### src/hw/rtl/rppls_pkg.sv
package rppls_pkg;

  typedef enum logic [2:0] {
    ST_INIT        = 3'd0,
    ST_M_SEND      = 3'd1,
    ST_M_SEND_DONE = 3'd2,
    ST_M_RX        = 3'd3,
    ST_S_RX        = 3'd4,
    ST_S_SEND      = 3'd5,
    ST_S_SEND_DONE = 3'd6,
    ST_ERROR       = 3'd7
  } proto_state_t;

  typedef logic [5:0] cmd_t;

  localparam cmd_t CMD_NONE  = 6'b000000;
  localparam cmd_t CMD_CFG   = 6'b000001;
  localparam cmd_t CMD_TX    = 6'b000010;
  localparam cmd_t CMD_RX    = 6'b000100;
  localparam cmd_t CMD_STBY  = 6'b001000;
  localparam cmd_t CMD_CLR   = 6'b010000;
  localparam cmd_t CMD_RSTAT = 6'b100000;

  localparam int FLAG_TX  = 0;
  localparam int FLAG_RX  = 1;
  localparam int FLAG_TO  = 2;
  localparam int FLAG_CRC = 3;

  localparam logic [1:0] CLS_PING = 2'd0;
  localparam logic [1:0] CLS_PONG = 2'd1;
  localparam logic [1:0] CLS_NONE = 2'd2;

  localparam logic [1:0] PT_LORA = 2'd0;
  localparam logic [1:0] PT_GFSK = 2'd1;

  localparam logic ACT_STEP = 1'b0;
  localparam logic ACT_STOP = 1'b1;

  localparam logic ROLE_MASTER = 1'b0;
  localparam logic ROLE_SLAVE  = 1'b1;

  localparam logic STATUS_OK    = 1'b0;
  localparam logic STATUS_ERROR = 1'b1;

  localparam int CFG_IDX_W  = 2;
  localparam int CFG_DATA_W = 16;

  localparam logic [CFG_IDX_W-1:0] REG_PACKET_TYPE = 2'd0;
  localparam logic [CFG_IDX_W-1:0] REG_PING_PERIOD = 2'd1;
  localparam logic [CFG_IDX_W-1:0] REG_PONG_DELAY  = 2'd2;
  localparam logic [CFG_IDX_W-1:0] REG_RX_GUARD    = 2'd3;

  localparam logic [1:0]  RST_PACKET_TYPE = PT_LORA;
  localparam logic [15:0] RST_PING_PERIOD = 16'd1000;
  localparam logic [15:0] RST_PONG_DELAY  = 16'd400;
  localparam logic [7:0]  RST_RX_GUARD    = 8'd5;

  typedef struct packed {
    logic              action;
    logic [31:0]       now_ms;
    logic              irq_raised;
    logic [3:0]        irq_flags;
    logic [31:0]       irq_instant_ms;
    logic [1:0]        payload_class;
    logic signed [7:0] rx_rssi;
  } in_item_t;

  typedef struct packed {
    cmd_t              command_flags;
    logic              node_role;
    logic              link_status;
    logic              state_changed;
    logic [31:0]       tx_count;
    logic [31:0]       rx_good_count;
    logic [31:0]       rx_bad_count;
    logic [31:0]       rx_timeout_count;
    logic signed [7:0] recent_rssi;
  } out_item_t;

  typedef struct packed {
    logic [1:0]  packet_type;
    logic [15:0] ping_period_ms;
    logic [15:0] pong_delay_ms;
    logic [7:0]  rx_guard_ms;
  } cfg_regs_t;

endpackage

### src/hw/rtl/rppls_core.sv
module rppls_core import rppls_pkg::*; #(
  parameter int TIME_WIDTH  = 32,
  parameter int COUNT_WIDTH = 32
) (
  input  logic      clk,
  input  logic      rst_n,
  input  logic      step_en,
  input  in_item_t  item,
  input  cfg_regs_t cfg,
  output out_item_t result
);

  localparam int CW = (TIME_WIDTH > 17) ? TIME_WIDTH : 17;

  proto_state_t st_r, st_nxt;
  logic role_r, role_nxt;
  logic status_r, status_nxt;
  logic [TIME_WIDTH-1:0] ltx_r, ltx_nxt;
  logic [TIME_WIDTH-1:0] lrx_r, lrx_nxt;
  logic [COUNT_WIDTH-1:0] cnt_r [4];
  logic [COUNT_WIDTH-1:0] cnt_nxt [4];
  logic signed [7:0] rssi_r, rssi_nxt;

  logic       clr_cnt;
  logic       inc_tx, inc_good, inc_bad;
  logic [1:0] inc_to;
  cmd_t       cmd;

  logic irq, f_tx, f_rx, f_to, f_crc;
  logic fetch_go;
  logic [1:0] fetch_cls;
  logic signed [7:0] fetch_rssi;
  logic is_ping, is_pong;
  logic [TIME_WIDTH-1:0] now_t, inst_t, lrx_s, d_tx, d_rx, d_rx_s;
  logic [15:0] rxlim;
  logic tx_late, rx_late, s_late, pong_due;

  assign irq   = item.irq_raised;
  assign f_tx  = item.irq_flags[FLAG_TX];
  assign f_rx  = item.irq_flags[FLAG_RX];
  assign f_to  = item.irq_flags[FLAG_TO];
  assign f_crc = item.irq_flags[FLAG_CRC];

  assign fetch_go = irq && !f_crc && f_rx;

  always_comb begin
    if (cfg.packet_type > PT_GFSK) begin
      fetch_cls  = CLS_NONE;
      fetch_rssi = '0;
    end else begin
      fetch_cls  = (item.payload_class <= CLS_PONG) ? item.payload_class : CLS_NONE;
      fetch_rssi = item.rx_rssi;
    end
  end

  assign is_ping = fetch_go && (fetch_cls == CLS_PING);
  assign is_pong = fetch_go && (fetch_cls == CLS_PONG);

  assign now_t  = TIME_WIDTH'(item.now_ms);
  assign inst_t = TIME_WIDTH'(item.irq_instant_ms);
  assign lrx_s  = is_ping ? inst_t : lrx_r;
  assign d_tx   = now_t - ltx_r;
  assign d_rx   = now_t - lrx_r;
  assign d_rx_s = now_t - lrx_s;

  assign rxlim = (cfg.ping_period_ms > 16'(cfg.rx_guard_ms)) ?
                 cfg.ping_period_ms - 16'(cfg.rx_guard_ms) : 16'd0;

  assign tx_late  = CW'(d_tx) > CW'(cfg.ping_period_ms);
  assign rx_late  = CW'(d_tx) > CW'(rxlim);
  assign s_late   = CW'(d_rx_s) > CW'({rxlim, 1'b0});
  assign pong_due = CW'(d_rx) > CW'(cfg.pong_delay_ms);

  always_comb begin
    st_nxt     = st_r;
    role_nxt   = role_r;
    status_nxt = status_r;
    ltx_nxt    = ltx_r;
    lrx_nxt    = lrx_r;
    rssi_nxt   = rssi_r;
    clr_cnt    = 1'b0;
    inc_tx     = 1'b0;
    inc_good   = 1'b0;
    inc_bad    = 1'b0;
    inc_to     = 2'd0;
    if (item.action == ACT_STOP) begin
      st_nxt  = ST_INIT;
      clr_cnt = 1'b1;
    end else begin
      unique case (st_r)
        ST_INIT: begin
          status_nxt = STATUS_OK;
          if (cfg.packet_type <= PT_GFSK) begin
            ltx_nxt = now_t;
            st_nxt  = ST_M_SEND;
          end else begin
            st_nxt = ST_ERROR;
          end
        end
        ST_M_SEND: begin
          if (tx_late) begin
            st_nxt = ST_M_SEND_DONE;
          end
        end
        ST_M_SEND_DONE: begin
          if (irq && f_tx) begin
            inc_tx  = 1'b1;
            ltx_nxt = inst_t;
            st_nxt  = ST_M_RX;
          end
        end
        ST_M_RX: begin
          if (irq) begin
            if (f_crc) begin
              inc_bad = 1'b1;
            end else if (f_rx) begin
              rssi_nxt = fetch_rssi;
              if (is_pong) begin
                inc_good = 1'b1;
                st_nxt   = ST_M_SEND;
              end else if (is_ping) begin
                lrx_nxt  = ltx_r;
                role_nxt = ROLE_SLAVE;
                st_nxt   = ST_S_SEND;
              end else begin
                inc_bad = 1'b1;
                st_nxt  = ST_M_SEND;
              end
            end
            if (f_to) begin
              st_nxt = ST_M_SEND;
              inc_to = inc_to + 2'd1;
            end
          end else if (rx_late) begin
            st_nxt = ST_M_SEND;
            inc_to = inc_to + 2'd1;
          end
        end
        ST_S_RX: begin
          if (irq) begin
            if (f_crc) begin
              inc_bad = 1'b1;
            end else if (f_rx) begin
              rssi_nxt = fetch_rssi;
              if (is_ping) begin
                lrx_nxt  = inst_t;
                inc_good = 1'b1;
                st_nxt   = ST_S_SEND;
              end else if (is_pong) begin
                ltx_nxt  = inst_t;
                role_nxt = ROLE_MASTER;
                st_nxt   = ST_M_SEND;
              end else begin
                inc_bad = 1'b1;
              end
            end
            if (f_to) begin
              ltx_nxt  = inst_t;
              role_nxt = ROLE_MASTER;
              st_nxt   = ST_M_SEND;
              inc_to   = inc_to + 2'd1;
            end
          end
          if (s_late) begin
            ltx_nxt  = inst_t;
            role_nxt = ROLE_MASTER;
            st_nxt   = ST_M_SEND;
            inc_to   = inc_to + 2'd1;
          end
        end
        ST_S_SEND: begin
          if (pong_due) begin
            st_nxt = ST_S_SEND_DONE;
          end
        end
        ST_S_SEND_DONE: begin
          if (irq && f_tx) begin
            inc_tx = 1'b1;
            st_nxt = ST_S_RX;
          end
        end
        ST_ERROR: begin
          status_nxt = STATUS_ERROR;
        end
      endcase
    end
  end

  always_comb begin
    cmd = CMD_NONE;
    if (item.action == ACT_STOP) begin
      cmd = CMD_STBY;
    end else begin
      unique case (st_r)
        ST_INIT: begin
          cmd = CMD_CFG | CMD_RSTAT;
        end
        ST_M_SEND: begin
          if (tx_late) begin
            cmd = CMD_TX;
          end
        end
        ST_M_SEND_DONE: begin
          if (irq) begin
            cmd = f_tx ? (CMD_CLR | CMD_RX) : CMD_CLR;
          end
        end
        ST_M_RX: begin
          if (irq) begin
            cmd = CMD_CLR;
          end else if (rx_late) begin
            cmd = CMD_STBY;
          end
        end
        ST_S_RX: begin
          cmd = (irq ? CMD_CLR : CMD_NONE) | (s_late ? CMD_STBY : CMD_NONE);
        end
        ST_S_SEND: begin
          if (pong_due) begin
            cmd = CMD_TX;
          end
        end
        ST_S_SEND_DONE: begin
          if (irq && f_tx) begin
            cmd = CMD_CLR | CMD_RX;
          end
        end
        ST_ERROR: begin
          cmd = CMD_NONE;
        end
      endcase
    end
  end

  always_comb begin
    if (clr_cnt) begin
      cnt_nxt[0] = '0;
      cnt_nxt[1] = '0;
      cnt_nxt[2] = '0;
      cnt_nxt[3] = '0;
    end else begin
      cnt_nxt[0] = cnt_r[0] + COUNT_WIDTH'(inc_tx);
      cnt_nxt[1] = cnt_r[1] + COUNT_WIDTH'(inc_good);
      cnt_nxt[2] = cnt_r[2] + COUNT_WIDTH'(inc_bad);
      cnt_nxt[3] = cnt_r[3] + COUNT_WIDTH'(inc_to);
    end
  end

  always_ff @(posedge clk) begin
    if (!rst_n) begin
      st_r     <= ST_INIT;
      role_r   <= ROLE_MASTER;
      status_r <= STATUS_OK;
      ltx_r    <= '0;
      lrx_r    <= '0;
      cnt_r[0] <= '0;
      cnt_r[1] <= '0;
      cnt_r[2] <= '0;
      cnt_r[3] <= '0;
      rssi_r   <= '0;
    end else if (step_en) begin
      st_r     <= st_nxt;
      role_r   <= role_nxt;
      status_r <= status_nxt;
      ltx_r    <= ltx_nxt;
      lrx_r    <= lrx_nxt;
      cnt_r[0] <= cnt_nxt[0];
      cnt_r[1] <= cnt_nxt[1];
      cnt_r[2] <= cnt_nxt[2];
      cnt_r[3] <= cnt_nxt[3];
      rssi_r   <= rssi_nxt;
    end
  end

  always_comb begin
    result.command_flags    = cmd;
    result.node_role        = role_nxt;
    result.link_status      = status_nxt;
    result.state_changed    = (st_nxt != st_r);
    result.tx_count         = 32'(cnt_nxt[0]);
    result.rx_good_count    = 32'(cnt_nxt[1]);
    result.rx_bad_count     = 32'(cnt_nxt[2]);
    result.rx_timeout_count = 32'(cnt_nxt[3]);
    result.recent_rssi      = rssi_nxt;
  end

endmodule

### config.mk
export PLATFORM = sky130hd
export DESIGN_NAME = rppls_core
export DESIGN_NICKNAME = d
export VERILOG_FILES = /design/src/hw/rtl/rppls_pkg.sv /design/src/hw/rtl/rppls_core.sv
export SDC_FILE = /design/constraint.sdc
export NUM_CORES = 1
export LEC_CHECK = 0
export CORE_ASPECT_RATIO = 2
export CORE_UTILIZATION = 60
export CTS_BUF_LIST = sky130_fd_sc_hd__clkbuf_4 sky130_fd_sc_hd__clkbuf_8
export DETAILED_ROUTE_END_ITERATION = 7
export DONT_BUFFER_PORTS = 1
export GPL_ROUTABILITY_DRIVEN = 0
export PLACE_DENSITY = 0.8
export SYNTH_ARGS = -nofsm -noshare
export SYNTH_HDL_FRONTEND = slang
export SYNTH_SLANG_ARGS = --single-unit
### constraint.sdc
create_clock -name clk -period 16.7 [get_ports clk]
set_input_delay 3.34 -clock clk [delete_from_list [all_inputs] [get_ports clk]]
set_output_delay 3.34 -clock clk [all_outputs]
set_load 0.02 [all_outputs]
==> impl_metrics.csv <==
group,metric,value,unit
final_layout,fin_cells,2943,
global_routing,grtUsageTotal,36.0,%
global_routing,grt_max_degree,249,
final_layout,final_core_util,63.1,%
yosys,synth_edf_count,128,
critical_path,critPathCaptureType,"output port",
timing,slew_headroom,24.3,%
final_layout,design_area,0.0212,sq mm
power,vdd_drop_max,0.0000614,V
final_layout,final_cell_mix,"288 x nor2_1, 197 x nand2_1, 168 x ha_1",
timing,finalSetupViolCount,0,
critical_path,critPathLaunchType,"input pin",
floorplan,die_area,0.0349,sq mm
flow_run,drv_cap,0,
clock_tree,clk_latency,0.66,ns
critical_path,worstPathArrival,12.57,ns
placed_design,dpl_cell_area,0.0206,sq mm
clock_tree,cts_buffers,31,
timing,tightest_slew,1.13,ns
final_layout,final_common_cell,"nor2_1",
hold_path,hp-class,"flop to flop",
placed_design,place_ws,1.19,ns
floorplan,core-area,0.0336,sq mm
final_layout,syn_to_final_growth,3.70,%
hold_path,hold_path_depth,2,
drt,num_vias,19700,
critical_path,rr_worst_depth,32,
clock_tree,cts_buffer_depth,3,
power,p_per_area,68.4,mW/mm^2
yosys,synth_cell_type_count,91,
yosys,ys.flop_type,"edfxtp_1",
clock_tree,cts_root_buf,"clkbuf_8",
timing,skew,0.0490,ns
drt,post-route-drc-count,0,
timing,period_needed,15.91,ns
timing,grt_setup_unrepaired,"no",
yosys,ys.warnings.count,0,
floorplan,chipHeight,263,microns
power,leakagePower,8.10,nW
placed_design,dp_hpwl,48600,microns
yosys,ys_ff_latch,205,
critical_path,slowest_stage,"a311oi_1",
power,power,1.45,mW
drt,wire_per_inst,21.9,microns
global_routing,grt_pass1_wl,100000,microns
clock_tree,htreeDepth,1,
critical_path,slowest_delay,0.68,ns
placed_design,place_inst,2884,
final_layout,layout.nets,2778,
timing,fmax,0.0629,GHz
clock_tree,holdBufCountCts,0,
final_layout,fill_cells,2919,
yosys,synth_cells,2576,
global_routing,antenna_found_initial,1,
timing,hold_violations,0,
timing,layout_setup_ws,0.792,ns
drt,drt_first_iter_violations,1480,
yosys,syn_avg_cell_area,7.95,sq um
clock_tree,cts_tree,"done",
yosys,ys_seq_area_share,26.3,%
critical_path,path_class,"input pin to output port",
timing,drv_slew,0,
drt,ant_nets,0,
drt,drt_first_pass_iters,6,
clock_tree,clk_pin_slew,0.06,ns
drt,wl,64500,microns
critical_path,critPathMaxFanout,13,
clock_tree,cts.sink_count,205,
placed_design,io_buffers,0,
timing,tns,0,ns
clock_tree,cts_setup_buffers,0,
global_routing,gr-total-overflow,0,
floorplan,io_pins,270,
final_layout,drive_gt1_share,5.31,%
drt,vias_per_cell,6.68,
yosys,syn_area,0.0205,sq mm
floorplan,start_util,60.9,%
floorplan,die_w,133,microns
yosys,async_flop_share,0,%
outcome,status,"completed",
floorplan,std_cell_rows,95,
yosys,synth_fp_nets,2873,
timing,whs,0.468,ns
global_routing,grt_pass1_vias,19600,
timing,min_period_over_period,95.3,%
clock_tree,cts.repair.resized,0,
critical_path,required,13.36,ns
-- flip-flops by register name, summed over array words and instances (netlist names) --
signal / cells
st_r: 3
role_r: 1
rssi_r: 8
ltx_r: 32
status_r: 1
lrx_r: 32
cnt_r: 128
-- area by class of cell --
class	count	area (sq um)	area share, %
Inverter	143	537	2.53
Multi-Input combinational cell	2085	14000	65.9
Timing Repair Buffer	15	113	0.530
Clock inverter	8	53.8	0.253
Sequential cell	205	5390	25.4
Clock buffer	50	594	2.80
Antenna cell	1	2.50	0.0118
Tap cell	436	546	2.57
-- report_power, final --
part | total [mW] | leakage, nW | switching, mW | internal, mW
clock | 0.444 | 0.344 | 0.217 | 0.227
combinational | 0.429 | 5.70 | 0.271 | 0.158
sequential | 0.579 | 2.05 | 0.0186 | 0.560
-- worst paths after layout --
check / start / to / slack, ns
worst min register to register: ltx_r[1]$_SDFFE_PN0P_ / ltx_r[1]$_SDFFE_PN0P_ / 0.47
worst max register to register: lrx_r[4]$_SDFFE_PN0P_ / cnt_r[3][26]$_SDFFCE_PN0P_ / 7.85
worst max-delay path: item[45] / result[38] / 0.79
worst min-delay path: ltx_r[1]$_SDFFE_PN0P_ / ltx_r[1]$_SDFFE_PN0P_ / 0.47
-- metal layers --
metal | part of all wire (%) | track usage (%)
met1 | 34 | 34.6
met2 | 51 | 67.0
met3 | 6.8 | 6.24
met4 | 8.3 | 27.6
met5 | 0 | 0
-- cell usage after synthesis, types with 6 or more instances --
| master | count | area (sq um) |
|---|---|---|
| and3_1 | 47 | 294 |
| edfxtp_1 | 128 | 3840 |
| o311ai_0 | 7 | 61.3 |
| a22oi_1 | 8 | 60.1 |
| o21ai_1 | 8 | 40.0 |
| a21oi_1 | 153 | 766 |
| xnor2_1 | 82 | 718 |
| o21ai_0 | 68 | 340 |
| o22ai_1 | 10 | 62.6 |
| nor2_1 | 289 | 1080 |
| nand3_1 | 87 | 435 |
| nor3b_1 | 9 | 67.6 |
| and2_1 | 24 | 150 |
| a211oi_1 | 53 | 398 |
| or2_2 | 23 | 144 |
| nor2b_1 | 73 | 457 |
| buf_1 | 6 | 22.5 |
| o31ai_1 | 9 | 67.6 |
| ha_1 | 168 | 2100 |
| xor2_1 | 124 | 1090 |
| o21bai_1 | 19 | 143 |
| dfxtp_1 | 77 | 1540 |
| o211ai_1 | 44 | 330 |
| mux2i_1 | 70 | 701 |
| a21o_1 | 68 | 510 |
| inv_1 | 141 | 529 |
| nand4_1 | 47 | 294 |
| o21a_1 | 19 | 143 |
| nand2_1 | 199 | 747 |
| a31oi_1 | 19 | 119 |
| nand2b_1 | 30 | 188 |
| o211a_1 | 11 | 110 |
| nor3_1 | 142 | 711 |
| nor4_1 | 14 | 87.6 |
| or3_1 | 33 | 206 |
| o2111ai_1 | 8 | 70.1 |
| and4_1 | 17 | 149 |
| clkbuf_1 | 123 | 462 |
-- critical path, delay by kind of cell --
kind	cells	cell delay (ns)
and+or+nand+nor	15	4.17
xor gates and xnor gates	2	0.27
buffers and inverters	1	0.21
adders and majority gates	6	1.88
muxes	1	0.15
AOI/OAI and AO/OA	9	2.53
-- kinds of logic (layout without fill, tap and decap cells) --
| family | Yosys count | count (layout) | share of synthesized area (%) |
|---|---|---|---|
| simple gates | 1062 | 1062 | 25.8 |
| compound gates | 569 | 569 | 19.1 |
| buf+inv | 286 | 216 | 5.54 |
| xor+xnor | 206 | 206 | 8.81 |
| flops | 205 | 205 | 26.3 |
| fa+ha+maj | 176 | 176 | 10.9 |
| mux | 72 | 72 | 3.53 |
| other cells | 0 | 1 | 0 |
No activity file was read; power rests on OpenSTA's default activity.
